## src/hw/rtl/nnot_pkg.sv

```systemverilog
// shared types and constants for the nearest neighbour object tracker
`timescale 1ns / 1ps

package nnot_pkg;

    localparam int LABEL_W    = 16;
    localparam int DIST_W     = 25;
    localparam int INLET_W    = 12;
    localparam int GATE_W     = 8;
    localparam int GATE_SQ_W  = 2 * GATE_W;
    localparam int CFG_IDX_W  = 2;
    localparam int CFG_DATA_W = 12;

    localparam logic [LABEL_W-1:0] LABEL_MAX    = 16'hFFFF;
    localparam logic [DIST_W-1:0]  DIST_MAX     = 25'h1FF_FFFF;
    localparam int                 INLET_MARGIN = 5;

    localparam logic [INLET_W-1:0] INLET_RESET     = 12'd0;
    localparam logic [GATE_W-1:0]  NEAR_GATE_RESET = 8'd5;
    localparam logic [GATE_W-1:0]  FAR_GATE_RESET  = 8'd20;

    // configuration register indexes
    localparam logic [CFG_IDX_W-1:0] CFG_INLET_X   = 2'd0;
    localparam logic [CFG_IDX_W-1:0] CFG_NEAR_GATE = 2'd1;
    localparam logic [CFG_IDX_W-1:0] CFG_FAR_GATE  = 2'd2;

    // input op codes
    localparam logic OP_OBJECT = 1'b0;
    localparam logic OP_EOF    = 1'b1;

    typedef struct packed {
        logic capture;
        logic eof;
        logic issue;
        logic finish;
    } cmd_t;

    typedef struct packed {
        logic prev_empty;
        logic issue_last;
        logic pipe_busy;
        logic out_free;
    } status_t;

endpackage

```

## src/hw/rtl/nnot_ctrl.sv

```systemverilog
// sequencing state machine for the tracker
`timescale 1ns / 1ps

module nnot_ctrl (
    input  logic             clk,
    input  logic             rst_n,
    input  logic             in_valid,
    input  logic             op,
    output logic             in_stall,
    input  nnot_pkg::status_t status,
    output nnot_pkg::cmd_t    cmd
);

    typedef enum logic [3:0] {
        ST_IDLE   = 4'b0001,
        ST_SCAN   = 4'b0010,
        ST_DRAIN  = 4'b0100,
        ST_FINISH = 4'b1000
    } state_t;

    state_t state_reg;
    state_t state_next;

    always_comb
    begin
        state_next = state_reg;
        cmd        = '0;
        unique case (state_reg)
            ST_IDLE:
            begin
                if (in_valid)
                begin
                    if (op == nnot_pkg::OP_EOF)
                    begin
                        cmd.eof = 1'b1;
                    end
                    else
                    begin
                        cmd.capture = 1'b1;
                        state_next  = status.prev_empty ? ST_FINISH : ST_SCAN;
                    end
                end
            end
            ST_SCAN:
            begin
                cmd.issue = 1'b1;
                if (status.issue_last)
                begin
                    state_next = ST_DRAIN;
                end
            end
            ST_DRAIN:
            begin
                if (!status.pipe_busy)
                begin
                    state_next = ST_FINISH;
                end
            end
            ST_FINISH:
            begin
                if (status.out_free)
                begin
                    cmd.finish = 1'b1;
                    state_next = ST_IDLE;
                end
            end
            default:
            begin
                state_next = ST_IDLE;
            end
        endcase
    end

    always_ff @(posedge clk or negedge rst_n)
    begin
        if (!rst_n)
        begin
            state_reg <= ST_IDLE;
        end
        else
        begin
            state_reg <= state_next;
        end
    end

    assign in_stall = (state_reg != ST_IDLE);

endmodule

```

## config.mk

```make
export PLATFORM = sky130hd
export DESIGN_NAME = nnot_ctrl
export DESIGN_NICKNAME = d
export VERILOG_FILES = /design/src/hw/rtl/nnot_pkg.sv /design/src/hw/rtl/nnot_ctrl.sv
export SDC_FILE = /design/constraint.sdc
export NUM_CORES = 1
export LEC_CHECK = 0
export BUFFER_PORTS_ARGS = -buffer_cell sky130_fd_sc_hd__buf_2
export CORE_AREA = 4 4 41 43
export DETAILED_ROUTE_END_ITERATION = 10
export DIE_AREA = 0 0 45 47
export HOLD_SLACK_MARGIN = 0.05
export SLEW_MARGIN = 20
export SYNTH_ARGS = -nofsm -noshare
export SYNTH_HDL_FRONTEND = slang
export SYNTH_SLANG_ARGS = --single-unit
```

## constraint.sdc

```tcl
create_clock -name clk -period 1.5 [get_ports clk]
set_input_delay 0.3 -clock clk [delete_from_list [all_inputs] [get_ports clk]]
set_output_delay 0.3 -clock clk [all_outputs]
set_load 0.005 [all_outputs]
```

==> qor.yml, run 1 <==
route:
  vias: 388
  first_pass_iters: 3
  drt-total-wl_um: 954
  initialDrtViolationCount: 6
  drc: 0
  wl_per_cell_um: 12.4
  antenna_left: 0
  avgViaCountPerCell: 5.04
synthesis:
  syn_area_um2: 358
  synth_compound_area_share_pct: 19.9
  synthAdderAreaFrac_pct: 0
  synth_simple_gate_area_share_pct: 42.0
  synth_nets: 47
  syn_area_per_cell_um2: 9.18
  seq_area_frac_synth_pct: 28.3
  synthCells: 39
  yosysWarnings: 0
  yosysTopAreaCell: "dfrtp_1"
  muxShareOfSynthArea_pct: 0
  synth_cell_type_count: 26
  synth.ff_latch_count: 4
  synth_top_family_by_area: "simple AND/OR/NAND/NOR gates"
  yosys.area.top_type_share_pct: 21.0
  synth_area_leaders: "dfrtp_1 21%, dfstp_2 7.3%, nor4b_1 7.3%"
  synth-xor-area-share_pct: 0
global_routing:
  antenna_found_initial: 0
  grt_usage_pct: 9.76
  gr-total-overflow: 0
  grt_max_degree: 12
  grt_pass1_vias: 361
  grt_pass1_wl_mm: 1.50
clock_network:
  cts.htree.levels: 1
  root_buffer: "clkbuf_4"
  cts_made_buffers: 3
  clock_path_buffers: 2
  clk-insertion-delay-late_ns: 0.23
  cts.clk_slew.worst_paths_ns: 0.04
  cts_tree: "yes"
  clock-sinks: 4
timing:
  slew_headroom_pct: 78.1
  fin_crit_ns: 1.66
  clock_skew_ns: 0.00243
  setup_viol: 5
  period_share_pct: 111
  whs_ns: 0.353
  fin_tns_setup_ns: -0.472
  finalWorstSetupSlack_ns: -0.160
  maxClockFrequency_mhz: 602
  drv_slew: 0
  rsz0062_at_grt: "yes"
  hold_violations: 0
  worst_pin_slew_ns: 0.328
finish:
  fin_nets: 71
  largest_reg_flops: 4
  antenna_cells: 0
  stdcell_count: 77
  design_area_um2: 598
  drive_gt1_share_pct: 56.5
  area_growth_pct: 67.1
critical_path:
  critPathLaunch: "state_reg[0]"
  critical_path_required_ns: 1.20
  start_kind: "flop"
  crit_fanout: 3
  arrival_ns: 1.36
  path_class: "flop to output pin"
  crit-reg2reg-launch: "state_reg[2]"
  cp-end-kind: "output pin"
power_and_ir_drop:
  p_total_uw: 782
  p_leak_nw: 0.266
  p_per_area_nw_per_um2: 1310
  ir_worst_vdd_uv: 595
floorplan:
  ios: 13
  core_um2: 1300
  die_area_um2: 2120
  die-width_um: 45
  start_util_pct: 27.5
  die_h_um: 47
  fp-row-count: 13
placement:
  gp_congestion: 0.794
  dpl_cell_area_um2: 474
  dp.cells: 70
  io_buffers: 12
  dp_hpwl_um: 683
job:
  drv_cap: 0
min_path:
  hold_class: "input pin to flop"
  min_from: "status[0]"
run_status:
  outcome: "complete, but fails checks"
  violations: "setup timing"
kinds of logic (layout without fill, tap and decap cells):
| kind of cell | Yosys count | count (layout) |
|---|---|---|
| AOI/OAI and AO/OA | 9 | 9 |
| buffers and inverters | 5 | 28 |
| DFF | 4 | 4 |
| and+or+nand+nor | 21 | 21 |
stage by stage:
stage,setup WS [ns],util [%]
finish,-0.160,46.0
CTS,-0.173,41.5
floorplan,0.0135,-
global route,-0.253,46.0
detailed placement,0.0105,36.4
global placement,0.0252,36.4
critical path: stages, from the launching register on:
cell,delay [ns]
dfstp_2,0.56
nor4b_4,0.19
buf_4,0.15
and3_1,0.14
buf_2,0.10
cell type report:
cell class | count | area, µm²
fillers | 141 | 703
multi-input cells | 30 | 279
repair buffers | 22 | 161
flip-flops and latches | 4 | 105
clock buffers | 4 | 26.3
well taps | 15 | 18.8
inverters | 2 | 7.51
cells in the final DEF, fill, tap and decap left out, types with 2 or more instances in the layout:
cell       n
buf_2     12
buf_4      5
buf_6      3
clkbuf_4   3
dfrtp_2    3
inv_1      2
nand3b_1   3
nor2_1     3
nor3b_1    2
nor4b_4    3
o21a_1     2
power breakdown:
group	total [mW]	internal (mW)	switching, mW
sequential	0.189	0.147	0.0417
combinational	0.450	0.268	0.182
clock	0.142	0.0997	0.0427
total	0.782	0.515	0.267
timing repair:
| item | in CTS | in global routing |
|---|---|---|
| cloned | 0 | 0 |
| buffers inserted | 0 | 2 |
| setup endpoints to repair | 5 | 7 |
| hold endpoints to repair | 4 | 0 |
| hold buffers | 1 | 0 |
| pin swaps | 1 | 4 |
| resized for setup | 6 | 8 |
path summary, 6_finish.rpt:
| kind | slack, ns | end | depth (start not counted) |
|---|---|---|---|
| hold reg to reg | 0.63 | state_reg[1] | 2 |
| max in group asynchronous | 0.89 | state_reg[0] | 2 |
| setup / recovery | -0.16 | cmd[2] | 4 |
| setup reg to reg | 0.03 | state_reg[0] | 4 |
| min in group asynchronous | 0.40 | state_reg[2] | 2 |
| hold / removal | 0.35 | state_reg[3] | 3 |
synthesized netlist by cell type:
cell	number
o31ai_1	1
o41ai_1	1
dfrtp_1	3
dfstp_2	1
inv_1	2
or4bb_1	1
buf_6	2
and2_1	1
a211oi_2	1
nand3b_1	3
or2_2	1
nor4b_1	3
nand4bb_1	1
and3_1	1
nor2_1	3
buf_2	1
o21a_1	2
o311a_1	1
or3b_1	1
nor2b_1	1
or2b_1	1
a211oi_1	1
nor3b_1	3
o21ai_0	1
a21oi_1	1
nand2_1	1
per-layer routing:
metal  part of all wire [%]  global-route usage, %  wire length [µm]
met4                    2.9                   7.02                28
met2                     54                   15.5               513
met1                     41                   11.3               390
met5                      0                      0                 0
met3                    2.2                   2.68                21
(Power assumes the default switching activity.)
==> inputs of run 2 (changes only) <==
--- a/config.mk
+++ b/config.mk
@@ -5,10 +5,11 @@
 export SDC_FILE = /design/constraint.sdc
 export NUM_CORES = 1
 export LEC_CHECK = 0
+export ABC_AREA = 1
 export BUFFER_PORTS_ARGS = -buffer_cell sky130_fd_sc_hd__buf_2
-export CORE_AREA = 4 4 41 43
+export CORE_AREA = 2 2 39 41
 export DETAILED_ROUTE_END_ITERATION = 10
-export DIE_AREA = 0 0 45 47
+export DIE_AREA = 0 0 41 43
 export HOLD_SLACK_MARGIN = 0.05
 export SLEW_MARGIN = 20
 export SYNTH_ARGS = -nofsm -noshare
==> qor.yml, run 2 <==
finish:
  area_growth_pct: 52.5
  drive_gt1_share_pct: 40.6
  layout_commonest_cell: "buf_2"
  fillCellCount: 165
  fin_nets: 78
  multi_input_area_um2: 180
  register_area_um2: 101
  largest_reg_flops: 4
  final_util_pct: 33.4
  final_cell_mix: "12 x buf_2, 10 x nand2_1, 9 x nand3_1"
  stdcell_count: 85
  antenna_cells: 0
floorplan:
  die-width_um: 41
  core_um2: 1380
  die_area_um2: 1760
  fp-row-count: 14
  ios: 13
  die_h_um: 43
  start_util_pct: 21.9
critical_path:
  r2r_cells: 8
  cp-end-kind: "output pin"
  cp_cell_sequence: "inv_2 -> nor2_4 -> nand2_2 -> nor3_2 -> buf_2"
  cpPeakStageDelay_ns: 0.54
  path_class: "flop to output pin"
  start_kind: "flop"
  crit_fanout: 3
  arrival_ns: 1.22
  critical_path_required_ns: 1.20
  cpMaxStageDelayCell: "dfstp_2"
global_routing:
  grt_pass1_vias: 339
  grt_max_degree: 6
  antenna_found_initial: 0
  grt_pass1_wl_mm: 1.22
  grt_usage_pct: 10.1
  gr-total-overflow: 0
min_path:
  hold_class: "input pin to flop"
  min_path_cells: 4
route:
  initialDrtViolationCount: 1
  drt-total-wl_um: 766
  vias: 364
  avgViaCountPerCell: 4.28
  first_pass_iters: 4
  drc: 0
  wl_per_cell_um: 9.01
  antenna_left: 0
run_status:
  outcome: "complete, but fails checks"
  violations: "setup timing"
timing:
  finalWorstSetupSlack_ns: -0.0204
  fin_tns_setup_ns: -0.0312
  fin_crit_ns: 1.52
  hold_violations: 0
  period_share_pct: 101
  maxClockFrequency_mhz: 658
  slew_headroom_pct: 85.1
  clock_skew_ns: 0.00638
  rsz0062_at_grt: "yes"
  setup_viol: 2
  worst_pin_slew_ns: 0.223
  drv_slew: 0
synthesis:
  synth_area_leaders: "dfrtp_1 25%, nand3_1 17%, nand2_1 12%"
  yosys.area.top_type_share_pct: 24.8
  synth_cell_type_count: 12
  synth_nets: 57
  yosysTopAreaCell: "dfrtp_1"
  async_flop_share_pct: 100
  synth.ff_latch_count: 4
  syn_area_per_cell_um2: 6.18
  syn_area_um2: 303
  synth-edff-count: 0
  synth_common_cells: "10 x nand2_1, 10 x nand3_1, 9 x inv_1"
  yosysWarnings: 0
  synth_ff_type: "dfrtp_1"
  synthCells: 49
  seq_area_frac_synth_pct: 33.5
job:
  drv_cap: 0
clock_network:
  root_buffer: "clkbuf_4"
  clock-sinks: 4
  clk-insertion-delay-late_ns: 0.23
  cts.htree.levels: 1
  clock_path_buffers: 2
  cts_tree: "yes"
  cts.clk_slew.worst_paths_ns: 0.04
  cts_made_buffers: 3
power_and_ir_drop:
  p_per_area_nw_per_um2: 2040
  ir_worst_vdd_uv: 570
  p_total_uw: 942
  p_leak_nw: 0.288
placement:
  dp_hpwl_um: 578
  gp_congestion: 0.806
  dp.cells: 77
  io_buffers: 12
run 2: changes by cell type in the layout (fill, tap and decap cells not counted), sizes merged, moves of 3 or more:
cell,previous run,this run
nand2,1,11
nand3,0,10
inv,2,11
buf,21,15
nor2,3,9
nand3b,3,0
nor3b,3,0
nor4b,3,0
run 2: final timing paths:
path                                    from      endpoint  slack [ns]
worst max-delay path            state_reg[0]        cmd[3]       -0.02
worst min-delay path               status[3]  state_reg[1]        0.35
worst max register to register  state_reg[0]  state_reg[3]        0.22
worst min register to register  state_reg[3]  state_reg[3]        0.65
max in group asynchronous              rst_n  state_reg[0]        0.89
min in group asynchronous              rst_n  state_reg[3]        0.39
run 2: final cells by class:
class,instances,area share (%)
Clock buffer,4,5.69
Inverter,11,8.94
Multi-Input combinational cell,34,39.0
Sequential cell,4,22.0
Tap cell,16,4.34
Timing Repair Buffer,16,20.1
run 2: cells by family (layout without fill, tap and decap cells):
| logic type | Yosys count | count (layout) | share of synthesized area, % |
|---|---|---|---|
| flip-flops | 4 | 4 | 33.5 |
| AND/OR/NAND/NOR | 33 | 33 | 50.4 |
| AO/OA/AOI/OAI | 1 | 1 | 2.48 |
| buffers and inverters | 11 | 31 | 13.6 |
run 2: worst max-delay path: cells and delay by family, from the launching register on:
kind | cells | cell delay (ns)
and+or+nand+nor | 3 | 0.28
buffers and inverters | 2 | 0.17
DFF | 1 | 0.54
run 2: power breakdown:
group	total (mW)	switching, mW	internal, mW
Clock	0.144	0.0438	0.0998
Sequential	0.224	0.0556	0.168
Combinational	0.575	0.327	0.248
Total	0.942	0.426	0.516
run 2: what timing repair did:
item	4_1_cts	5_1_grt
pin swaps	1	3
endpoints found under the hold margin	4	0
cloned	0	0
gates resized for setup	5	0
buffers inserted	1	2
setup endpoints to repair	2	5
hold buffers	1	0
run 2: layer usage:
metal  global-route usage [%]  share of wire (%)
met5                        0                  0
met4                     6.00                  0
met3                     1.57                2.1
met2                     15.3                 57
met1                     12.8                 40
run 2: per-stage QoR:
stage,area (µm²),worst slack (ns),hold slack [ns]
floorplan,303,0.251,0.00441
CTS,447,-0.0501,0.348
global route,462,-0.0831,0.390
global placement,383,0.165,0.109
finish,462,-0.0204,0.349
detailed placement,383,0.141,0.109
